`src/hdl/iqam_pkg.sv`:
```
// Shared types and constants for the I/Q magnitude AM demodulator.
`timescale 1ns / 1ps

package iqam_pkg;

   localparam int SMP_W    = 16;               // input sample width
   localparam int MAG_W    = 15;               // halved magnitude / envelope width
   localparam int SQ_W     = 2 * MAG_W;        // width of one square and of the sum
   localparam int RAD_W    = 32;               // radicand register of the root unit
   localparam int ROOT_W   = 18;
   localparam int REM_W    = 21;
   localparam int SQ_STEPS = MAG_W;            // one multiplier bit per cycle
   localparam int RT_STEPS = RAD_W / 2;        // one result bit per cycle
   localparam int SQ_CNT_W = $clog2(SQ_STEPS);
   localparam int RT_CNT_W = $clog2(RT_STEPS);

   localparam logic [1:0] MODE_OFF  = 2'd0;
   localparam logic [1:0] MODE_FAST = 2'd1;

   localparam logic [1:0] PHASE_OUT = 2'd1;

   typedef struct packed {
      logic            done;
      logic [SQ_W-1:0] sum;
   } sq_result_type;

   typedef struct packed {
      logic             done;
      logic [MAG_W-1:0] root;
   } rt_result_type;

endpackage

```
`src/hdl/iqam_square.sv`:
```
// Bit-serial shift-and-add unit that forms a*a + b*b.
`timescale 1ns / 1ps

module iqam_square
   import iqam_pkg::*;
(
   input  logic                 clock,
   input  logic                 reset,
   input  logic                 start,
   input  logic [MAG_W-1:0]     a_mag,
   input  logic [MAG_W-1:0]     b_mag,
   output sq_result_type        result
);

   logic                busy_ff;
   logic                done_ff;
   logic [SQ_CNT_W-1:0] cnt_ff;
   logic [SQ_W-1:0]     mcand_a_ff, mcand_b_ff;
   logic [MAG_W-1:0]    mplier_a_ff, mplier_b_ff;
   logic [SQ_W-1:0]     acc_a_ff, acc_b_ff;

   always_ff @(posedge clock) begin
      if (reset) begin
         busy_ff <= 1'b0;
         done_ff <= 1'b0;
         cnt_ff  <= '0;
      end else begin
         done_ff <= 1'b0;
         if (start) begin
            busy_ff <= 1'b1;
            cnt_ff  <= '0;
         end else if (busy_ff) begin
            cnt_ff <= cnt_ff + 1'b1;
            if (cnt_ff == SQ_CNT_W'(SQ_STEPS - 1)) begin
               busy_ff <= 1'b0;
               done_ff <= 1'b1;
            end
         end
      end
   end

   // multiplier consumed LSB first, multiplicand moves up one place per step
   always_ff @(posedge clock) begin
      if (start) begin
         mcand_a_ff  <= SQ_W'(a_mag);
         mcand_b_ff  <= SQ_W'(b_mag);
         mplier_a_ff <= a_mag;
         mplier_b_ff <= b_mag;
         acc_a_ff    <= '0;
         acc_b_ff    <= '0;
      end else if (busy_ff) begin
         acc_a_ff    <= acc_a_ff + (mplier_a_ff[0] ? mcand_a_ff : '0);
         acc_b_ff    <= acc_b_ff + (mplier_b_ff[0] ? mcand_b_ff : '0);
         mcand_a_ff  <= {mcand_a_ff[SQ_W-2:0], 1'b0};
         mcand_b_ff  <= {mcand_b_ff[SQ_W-2:0], 1'b0};
         mplier_a_ff <= {1'b0, mplier_a_ff[MAG_W-1:1]};
         mplier_b_ff <= {1'b0, mplier_b_ff[MAG_W-1:1]};
      end
   end

   // sum of two squares of 15-bit halves stays below 2^30
   assign result.done = done_ff;
   assign result.sum  = acc_a_ff + acc_b_ff;

endmodule

```
`src/hdl/iqam_isqrt.sv`:
```
// Integer square root, one result bit per cycle (restoring digit recurrence).
`timescale 1ns / 1ps

module iqam_isqrt
   import iqam_pkg::*;
(
   input  logic                 clock,
   input  logic                 reset,
   input  logic                 start,
   input  logic [SQ_W-1:0]      radicand,
   output rt_result_type        result
);

   logic                busy_ff;
   logic                done_ff;
   logic [RT_CNT_W-1:0] cnt_ff;
   logic [RAD_W-1:0]    rad_ff;
   logic [REM_W-1:0]    rem_ff;
   logic [ROOT_W-1:0]   root_ff;

   logic [REM_W-1:0]    rem_sh;
   logic [ROOT_W-1:0]   root_sh;
   logic                take;

   always_comb begin
      root_sh = {root_ff[ROOT_W-2:0], 1'b0};
      rem_sh  = {rem_ff[REM_W-3:0], rad_ff[RAD_W-1:RAD_W-2]};
      take    = REM_W'(root_sh) < rem_sh;
   end

   always_ff @(posedge clock) begin
      if (reset) begin
         busy_ff <= 1'b0;
         done_ff <= 1'b0;
         cnt_ff  <= '0;
      end else begin
         done_ff <= 1'b0;
         if (start) begin
            busy_ff <= 1'b1;
            cnt_ff  <= '0;
         end else if (busy_ff) begin
            cnt_ff <= cnt_ff + 1'b1;
            if (cnt_ff == RT_CNT_W'(RT_STEPS - 1)) begin
               busy_ff <= 1'b0;
               done_ff <= 1'b1;
            end
         end
      end
   end

   // root holds twice the partial root; a taken step subtracts 2r+1
   always_ff @(posedge clock) begin
      if (start) begin
         rad_ff  <= RAD_W'(radicand);
         rem_ff  <= '0;
         root_ff <= '0;
      end else if (busy_ff) begin
         rad_ff <= {rad_ff[RAD_W-3:0], 2'b00};
         if (take) begin
            rem_ff  <= rem_sh - REM_W'(root_sh) - 1'b1;
            root_ff <= root_sh + 2'd2;
         end else begin
            rem_ff  <= rem_sh;
            root_ff <= root_sh;
         end
      end
   end

   assign result.done = done_ff;
   assign result.root = root_ff[MAG_W:1];

endmodule

```
`src/hdl/iq_magnitude_am_demodulator.sv`:
```
// Top level of the I/Q magnitude AM demodulator, magnitude on every fourth item.
`timescale 1ns / 1ps

// Usage:
//  req_* takes one I/Q pair per item; rsp_* returns one envelope item per
//  input item, except in mode 0, where input is consumed and nothing comes out.
//  A two-bit phase advances on every accepted item; the first item after reset
//  and every fourth one after it carry the magnitude, the rest carry zero.
//  csr_* writes the mode (0 off, 1 alpha-max/beta-min, 2 or 3 square root);
//  write it only while no item is in flight.
//  Zero items go from accept to S_OUT, then the output register; mode 1 items
//  pass S_FAST first. Mode 2 magnitude items: squarer load, 15 multiply steps,
//  root load, 16 root steps, result capture, then the output register.
//  The input takes one item at a time; req_tready is high only when idle.
//  Outside mode 0 the next accept waits until S_OUT hands the item to the output
//  register; mode 0 items are taken every cycle.
//  The output register holds a finished item while rsp_tready is low, and the
//  next input is still accepted; its result waits until the register frees.
//  Reset (synchronous, active high) clears the phase, the mode (to off), the
//  sequencer and the output valid.

module iq_magnitude_am_demodulator
   import iqam_pkg::*;
(
   input  logic        clock,
   input  logic        reset,
   // config write: demod_mode
   input  logic        csr_valid,
   output logic        csr_ready,
   input  logic [1:0]  csr_data,
   // input items
   input  logic        req_tvalid,
   output logic        req_tready,
   input  logic [31:0] req_tdata,    // [15:0] i_sample, [31:16] q_sample
   // result items
   output logic        rsp_tvalid,
   input  logic        rsp_tready,
   output logic [15:0] rsp_tdata     // [14:0] envelope, [15] zero
);

   localparam logic [2:0] S_IDLE = 3'd0;
   localparam logic [2:0] S_FAST = 3'd1;
   localparam logic [2:0] S_SQ   = 3'd2;
   localparam logic [2:0] S_RT   = 3'd3;
   localparam logic [2:0] S_OUT  = 3'd4;

   logic [2:0]       state_ff, state_in;
   logic [1:0]       mode_ff;
   logic [1:0]       phase_ff, phase_in;
   logic [MAG_W-1:0] a_ff, b_ff;
   logic [MAG_W-1:0] res_ff;
   logic             sq_start_ff;
   logic             rsp_tvalid_ff;
   logic [MAG_W-1:0] rsp_env_ff;

   logic             req_acc;
   logic             out_free;
   logic [SMP_W-1:0] i_half, q_half;
   logic [SMP_W-1:0] i_abs, q_abs;
   logic [MAG_W-1:0] hi, lo;
   logic [MAG_W+4:0] hi31;
   logic [MAG_W+1:0] lo3;
   logic [MAG_W:0]   fast_sum;

   sq_result_type    sq_res;
   rt_result_type    rt_res;

   assign csr_ready  = 1'b1;
   assign req_tready = (state_ff == S_IDLE);
   assign req_acc    = req_tvalid && req_tready;
   assign out_free   = !rsp_tvalid_ff || rsp_tready;
   assign phase_in   = phase_ff + 1'b1;

   // halve by arithmetic shift, then take the absolute value (max 16384)
   always_comb begin
      i_half = SMP_W'($signed(req_tdata[15:0]) >>> 1);
      q_half = SMP_W'($signed(req_tdata[31:16]) >>> 1);
      i_abs  = i_half[SMP_W-1] ? (~i_half + 1'b1) : i_half;
      q_abs  = q_half[SMP_W-1] ? (~q_half + 1'b1) : q_half;
   end

   // 31*max/32 + 3*min/8
   always_comb begin
      hi       = (a_ff > b_ff) ? a_ff : b_ff;
      lo       = (a_ff > b_ff) ? b_ff : a_ff;
      hi31     = {hi, 5'b0} - (MAG_W+5)'(hi);
      lo3      = {1'b0, lo, 1'b0} + (MAG_W+2)'(lo);
      fast_sum = (MAG_W+1)'(hi31[MAG_W+4:5]) + (MAG_W+1)'(lo3[MAG_W+1:3]);
   end

   always_comb begin
      state_in = state_ff;
      case (state_ff)
         S_IDLE: begin
            if (req_acc && mode_ff != MODE_OFF) begin
               if (phase_in != PHASE_OUT)    state_in = S_OUT;
               else if (mode_ff == MODE_FAST) state_in = S_FAST;
               else                          state_in = S_SQ;
            end
         end
         S_FAST: state_in = S_OUT;
         S_SQ:   if (sq_res.done) state_in = S_RT;
         S_RT:   if (rt_res.done) state_in = S_OUT;
         S_OUT:  if (out_free) state_in = S_IDLE;
         default: state_in = S_IDLE;
      endcase
   end

   always_ff @(posedge clock) begin
      if (reset) begin
         state_ff    <= S_IDLE;
         mode_ff     <= MODE_OFF;
         phase_ff    <= '0;
         sq_start_ff <= 1'b0;
      end else begin
         state_ff    <= state_in;
         sq_start_ff <= req_acc && mode_ff != MODE_OFF && mode_ff != MODE_FAST &&
                        phase_in == PHASE_OUT;
         if (csr_valid && csr_ready) mode_ff <= csr_data;
         if (req_acc) phase_ff <= phase_in;
      end
   end

   always_ff @(posedge clock) begin
      if (req_acc) begin
         a_ff   <= i_abs[MAG_W-1:0];
         b_ff   <= q_abs[MAG_W-1:0];
         res_ff <= '0;
      end else if (state_ff == S_FAST) begin
         res_ff <= fast_sum[MAG_W-1:0];
      end else if (state_ff == S_RT && rt_res.done) begin
         res_ff <= rt_res.root;
      end
   end

   // output register
   always_ff @(posedge clock) begin
      if (reset) begin
         rsp_tvalid_ff <= 1'b0;
      end else if (state_ff == S_OUT && out_free) begin
         rsp_tvalid_ff <= 1'b1;
      end else if (rsp_tready) begin
         rsp_tvalid_ff <= 1'b0;
      end
   end

   always_ff @(posedge clock) begin
      if (state_ff == S_OUT && out_free) rsp_env_ff <= res_ff;
   end

   assign rsp_tvalid = rsp_tvalid_ff;
   assign rsp_tdata  = {1'b0, rsp_env_ff};

   iqam_square u_square (
      .clock  (clock),
      .reset  (reset),
      .start  (sq_start_ff),
      .a_mag  (a_ff),
      .b_mag  (b_ff),
      .result (sq_res)
   );

   iqam_isqrt u_isqrt (
      .clock    (clock),
      .reset    (reset),
      .start    (sq_res.done),
      .radicand (sq_res.sum),
      .result   (rt_res)
   );

endmodule

```
`config.mk`:
```
export PLATFORM = sky130hd
export DESIGN_NAME = iq_magnitude_am_demodulator
export DESIGN_NICKNAME = d
export VERILOG_FILES = /design/src/hdl/iqam_pkg.sv /design/src/hdl/iqam_square.sv /design/src/hdl/iqam_isqrt.sv /design/src/hdl/iq_magnitude_am_demodulator.sv
export SDC_FILE = /design/constraint.sdc
export NUM_CORES = 1
export LEC_CHECK = 0
export BUFFER_PORTS_ARGS = -buffer_cell sky130_fd_sc_hd__buf_2
export CAP_MARGIN = 20
export CORE_MARGIN = 2
export CORE_UTILIZATION = 66
export CTS_CLUSTER_DIAMETER = 50
export CTS_CLUSTER_SIZE = 20
export DETAILED_ROUTE_END_ITERATION = 10
export GPL_TIMING_DRIVEN = 0
export PLACE_DENSITY_LB_ADDON = 0.05
export SLEW_MARGIN = 30
export SYNTH_ARGS = -nofsm -noshare
export SYNTH_HDL_FRONTEND = slang
export SYNTH_SLANG_ARGS = --single-unit
```
`constraint.sdc`:
```
create_clock -name clock -period 10.7 [get_ports clock]
set_input_delay 1.605 -clock clock [delete_from_list [all_inputs] [get_ports clock]]
set_output_delay 1.605 -clock clock [all_outputs]
set_load 0.005 [all_outputs]
```
==> results.toml, run 1 <==
[status]
status = "complete, no violations"

[sta]
timing.final.ws_setup_ns = 3.897
worst_pin_slew_ns = 0.8831
post-route-period-util_pct = 63.58
final.min_clock_period_ns = 6.803
max_slew_margin_pct = 41.13
fin_skew_ns = 0.02155
setup_viol = 0
drv_slew = 0
tns_ns = 0
hold_viol_final = 0
rsz0062_at_grt = "no"
max_freq_mhz = 147.0

[drt]
num_vias = 16463
drt-initial-drc-count = 1246
wl_met3_microns = 2823
first_pass_iters = 5
wl_per_cell_microns = 18.66
route.detailed.drc = 0
routed-wl-met2_microns = 23880
drt-met1-wl_microns = 22120
drt_wl_total_microns = 50460
drtAntennaViolNets = 0
maxUsedRoutingLayer = "met4"
viasPerCell = 6.088

[placement]
pre_cts_slack_ns = 4.063
place_area_sq_um = 20630
numPortBuffers = 52
placed_cells = 2639
hpwl_microns = 38130
place.gp.congestion = 0.9403

[finish]
postLayoutCellArea_sq_um = 21830
syn_to_final_growth_pct = 10.18
final_cells = 2704
regArea_sq_um = 7317
layout_common_cells = "nor2_1, ha_1, dfxtp_1"
multiInputGateArea_sq_um = 11560
n_fill_cell = 2273
fin_nets = 2508
insertedDiodeCount = 0
final_core_util_pct = 73.67
layout_commonest_cell = "nor2_1"
drive_above_1_share_pct = 9.162

[power_and_ir_drop]
vdd_drop_max_mv = 0.1810
p_leak_nw = 9.373
power_density_nw_per_um2 = 243.3

[floorplanning]
die_h_microns = 177.3
start_util_pct = 66.86
core_sq_um = 29640
rows = 63
dieArea_sq_um = 31420
chipWidth_microns = 177.3
num_io_pins = 58

[setup_path]
worst_setup_path_start_kind = "flop"
ff2ff_setup_slack_ns = 3.90
critPathMaxFanout = 10
reg2reg_to = "res_ff[14]"
rr_worst_depth = 26
required_ns = 11.10
regToRegStartpoint = "a_ff[14]"
crit_type = "flop to flop"
cp.arrival_ns = 7.20
worstSetupEndpointType = "flop"

[clock_tree]
cts_tree = "yes"
cts_resized = 0
clock-sinks = 298
post-cts-setup-buffers = 0
clock_latency_ns = 0.55
cts_hold_buf = 0
cts.clk_slew.worst_paths_ns = 0.06
root_buffer = "clkbuf_16"
cts_inserted_buffers = 35
cts.path.max_buffers = 3
htreeDepth = 2

[synth]
syn_area_per_cell_sq_um = 9.032
yosys_register_bits = 298
synthCells = 2194
synth_async_sr_flop_share_pct = 0
synth.distinct_cells = 94
yosys_warnings = 0
synth_flop_cell = "dfxtp_1"
synth_nets = 2415
synth_edf_count = 135
synth.cell_area_sq_um = 19820
ys_seq_area_share_pct = 36.93

[run]
maxCapViolCount = 0

[global_routing]
antenna_found_initial = 0
grt_pass1_wl_microns = 80720
grt_overflow = 0
grt_pass1_vias = 15828
track_usage_pct = 32.17
grt_max_degree = 52

[hold_path]
hold_path_end = "rsp_env_ff[5]"
min_path_type = "flop to flop"
hold_start = "res_ff[5]"
min_path_cells = 0
-- flip-flops by register name, indices dropped and copies added (netlist names), 2 cells and up --
register	cells
u_square.mcand_a_ff	30
state_ff	3
u_square.mplier_a_ff	15
u_isqrt.root_ff	16
a_ff	15
u_isqrt.rad_ff	32
u_square.acc_b_ff	30
u_isqrt.cnt_ff	4
mode_ff	2
u_square.mplier_b_ff	15
b_ff	15
phase_ff	2
u_square.mcand_b_ff	30
u_square.cnt_ff	4
u_isqrt.rem_ff	19
rsp_env_ff	15
u_square.acc_a_ff	30
res_ff	15
-- layer usage --
layer  GRT usage, %  vias to the layer above
li1               -                     8017
met1          41.92                     7846
met2          54.62                      497
met3          4.489                      103
met4          11.58                        0
met5              0                        -
-- where the power goes --
group          switching [mW]  internal (mW)
combinational            1.46           1.10
clock                   0.534          0.692
sequential              0.170           1.36
-- critical path, cell delays in order (launching register included) --
cell and delay (ns):
edfxtp_1 0.54, ha_1 0.38, nand3_2 0.12, o21bai_1 0.26, or2_4 0.29, a31oi_4 0.36
buf_2 0.30, buf_1 0.50, mux2_2 0.43, ha_1 0.30, nand3_1 0.09, a311o_1 0.37
o21ai_1 0.11, o21a_1 0.18, nor2_1 0.06, xnor2_1 0.17, fa_1 0.46, a21o_1 0.19
a21oi_1 0.25, o21ai_0 0.17, nand2_1 0.09, o21ai_0 0.11, o31ai_1 0.32, o21ai_0 0.18
xor2_1 0.22, xnor2_1 0.15, a21oi_1 0.08
-- kinds of logic after synthesis --
logic type                 synth area share [%]
and+or+nand+nor                           15.68
AOI/OAI and AO/OA                         18.09
DFF                                       36.93
buffers and inverters                     4.723
adders and majority gates                 11.64
xor gates and xnor gates                  6.718
muxes                                     6.182
other                                   0.03790
-- through the flow --
step,total power [mW],hold slack [ns]
after floorplan,3.489,0.4030
after global placement,3.951,0.4121
after detailed placement,4.044,0.4167
after CTS,5.278,0.4331
after global routing,5.685,0.4430
final,5.313,0.4312
-- Yosys cell counts, types with 9 or more instances --
library cell | n | area share, %
o31ai_1 | 9 | 0.34
clkbuf_1 | 63 | 1.2
dfxtp_1 | 163 | 16
and2_1 | 71 | 2.2
inv_1 | 163 | 3.1
o21ai_1 | 18 | 0.45
o211ai_1 | 10 | 0.38
xor2_1 | 52 | 2.3
mux2i_1 | 77 | 3.9
xnor2_1 | 100 | 4.4
nand4_1 | 15 | 0.47
nor2_1 | 227 | 4.3
o22ai_1 | 9 | 0.28
a21oi_1 | 147 | 3.7
nor2b_1 | 20 | 0.63
and3_1 | 15 | 0.47
ha_1 | 178 | 11
nand2_1 | 150 | 2.8
nand2b_1 | 11 | 0.35
edfxtp_1 | 135 | 20
o21ai_0 | 129 | 3.3
o21a_1 | 22 | 0.83
nand3_1 | 36 | 0.91
mux2_2 | 39 | 2.2
a211o_1 | 9 | 0.40
a211oi_1 | 15 | 0.57
o21bai_1 | 11 | 0.42
a21o_1 | 63 | 2.4
or2_2 | 13 | 0.41
nor3_1 | 52 | 1.3
a31oi_1 | 12 | 0.38
-- area by class of cell --
| class | instances | area share [%] |
|---|---|---|
| Buffer | 80 | 1.490 |
| Multi-Input combinational cell | 1653 | 52.96 |
| Clock inverter | 22 | 1.043 |
| Timing Repair Buffer | 56 | 1.530 |
| Tap cell | 390 | 2.235 |
| Sequential cell | 298 | 33.51 |
| Clock buffer | 42 | 4.418 |
| Inverter | 163 | 2.814 |
-- worst max-delay path by stage --
stage | cells after the start | slack (ns) | from | to
after floorplan | 26 | 5.00 | a_ff[14] | res_ff[14]
after global placement | 26 | 4.09 | a_ff[14] | res_ff[9]
after detailed placement | 26 | 4.06 | a_ff[14] | res_ff[14]
after CTS | 26 | 3.97 | a_ff[14] | res_ff[14]
after global routing | 26 | 3.44 | a_ff[14] | res_ff[14]
final | 26 | 3.90 | a_ff[14] | res_ff[14]
Note: power is estimated with default switching activity, not from simulation.
==> run 2: changes to the inputs <==
ABC_AREA = 1   (was default)
CORE_UTILIZATION = 58   (was 66)
clock period = 5.56 ns   (was 10.7 ns; I/O delays follow)
==> results.toml, run 2 <==
[status]
status = "complete, no violations"

[setup_path]
slowest_delay_ns = 0.44
cp_num_buf_inv = 7
cp_common_cell = "nand2_1"
worst_setup_path_start_kind = "flop"
crit_type = "flop to flop"
crit_slowest_cell = "edfxtp_1"
ff2ff_setup_slack_ns = 0.29
cp.arrival_ns = 5.71
crit_family = "compound AO/OA/AOI/OAI gates"
critPathMaxFanout = 10
worstSetupEndpointType = "flop"
required_ns = 6.01

[synth]
synth_edf_count = 135
synthCells = 2731
syn_area_per_cell_sq_um = 7.437
synth.distinct_cells = 57
synth.cell_area_sq_um = 20310
synth_flop_cell = "dfxtp_1"
synth_top_area_share_pct = 19.96
yosys_warnings = 0
yosys_register_bits = 298
synth_nets = 2952
ys_seq_area_share_pct = 36.03
yosysTopAreaCell = "edfxtp_1"
ys_top_cells_by_count = "nand2_1, inv_1, a21oi_1"
yosysMostFrequentCell = "nand2_1"
synth.area.top_cells = "edfxtp_1, dfxtp_1, nand2_1"
synth_async_sr_flop_share_pct = 0

[clock_tree]
htreeDepth = 2
clock_latency_ns = 0.57
cts.clk_slew.worst_paths_ns = 0.07
root_buffer = "clkbuf_16"
cts_inserted_buffers = 40
cts.path.max_buffers = 3
cts_tree = "yes"
clock-sinks = 298

[sta]
rsz0062_at_grt = "yes"
max_slew_margin_pct = 40.66
timing.final.ws_setup_ns = 0.2916
hold_viol_final = 0
fin_skew_ns = 0.04158
final.min_clock_period_ns = 5.268
setup_viol = 0
max_freq_mhz = 189.8
worst_pin_slew_ns = 0.8902
tns_ns = 0
drv_slew = 0
post-route-period-util_pct = 94.76

[drt]
viasPerCell = 5.606
wl_per_cell_microns = 16.89
drt-initial-drc-count = 1458
num_vias = 18658
drtAntennaViolNets = 0
route.detailed.drc = 0
first_pass_iters = 6
drt_wl_total_microns = 56210

[finish]
final_cells = 3328
largest_register_ffs = 32
drive_above_1_share_pct = 8.354
insertedDiodeCount = 0
regMostFlops = "u_isqrt.rad_ff"
syn_to_final_growth_pct = 12.36
n_fill_cell = 3092
layout_common_cells = "nand2_1, inv_1, a21oi_1"
layout_commonest_cell = "nand2_1"
fin_nets = 3063

[placement]
hpwl_microns = 43520
pre_cts_slack_ns = -0.2570
place.gp.congestion = 0.9428
numPortBuffers = 53
placed_cells = 3242

[floorplanning]
dieArea_sq_um = 36530
num_io_pins = 58
chipWidth_microns = 191.1
core_sq_um = 34540
die_h_microns = 191.1
start_util_pct = 58.80
rows = 68

[run]
maxCapViolCount = 0

[global_routing]
grt_pass1_wl_microns = 89510
antenna_found_initial = 0
track_usage_pct = 30.94
grt_max_degree = 40
grt_overflow = 0
grt_pass1_vias = 17365

[hold_path]
min_path_type = "flop to flop"
[run 2: stage by stage]
step	util [%]	hold slack (ns)	cell area [sq um]
after detailed placement	61.44	0.4161	21220
after floorplan	-	0.4030	20310
final	66.06	0.4296	22820
after CTS	65.35	0.4322	22570
after global placement	61.21	0.4099	21150
after global routing	66.06	0.4377	22820
[run 2: logic make-up after synthesis]
| logic type | Yosys count | share of synthesized area, % |
|---|---|---|
| buffers and inverters | 491 | 9.240 |
| multiplexers | 2 | 0.09857 |
| XOR/XNOR | 118 | 5.088 |
| other | 2 | 0.03698 |
| AO/OA/AOI/OAI | 623 | 17.44 |
| AND/OR/NAND/NOR | 1015 | 20.71 |
| flip-flops | 298 | 36.03 |
| adder cells (fa/ha/maj) | 182 | 11.36 |
[run 2: cell type report]
type / count / area, sq um / share of cell area (%)
flip-flops and latches: 298 / 7317 / 32.06
clock buffers: 45 / 1061 / 4.649
multi-input cells: 1942 / 11260 / 49.33
repair buffers: 69 / 430.4 / 1.886
clock inverters: 28 / 280.3 / 1.228
well taps: 455 / 569.3 / 2.495
plain buffers: 72 / 332.8 / 1.458
inverters: 419 / 1573 / 6.892
[run 2: final timing paths]
kind / to / cells after the start / start
setup / recovery: res_ff[14] / 33 / b_ff[12]
hold / removal: rsp_env_ff[3] / 0 / res_ff[3]
setup reg to reg: res_ff[14] / 33 / b_ff[12]
hold reg to reg: rsp_env_ff[3] / 0 / res_ff[3]
[run 2: repair_timing]
item	in CTS	in global routing
pin swaps	0	10
hold buffers	0	0
setup buffers	0	13
hold endpoints to repair	0	0
setup endpoints to repair	5	8
gates resized for setup	7	58
[run 2: worst register-to-register path, delay by kind of cell, from the launching register on]
| kind | cells | cell delay [ns] |
|---|---|---|
| simple gates | 12 | 1.33 |
| xor+xnor | 1 | 0.15 |
| flops | 1 | 0.44 |
| fa+ha+maj | 3 | 0.91 |
| compound gates | 10 | 1.58 |
| buf+inv | 7 | 0.72 |
[run 2: per-layer routing]
| layer | wire [microns] | global-route usage (%) | part of all wire [%] |
|---|---|---|---|
| met1 | 25790 | 43.11 | 46 |
| met5 | 0 | 0 | 0 |
| met3 | 3543 | 4.167 | 6.3 |
| met4 | 1774 | 9.497 | 3.2 |
| met2 | 25100 | 49.99 | 45 |
Power of run 2 is not shown: default switching activity piles up to over one toggle a cycle in this logic, so the estimate is an artifact.
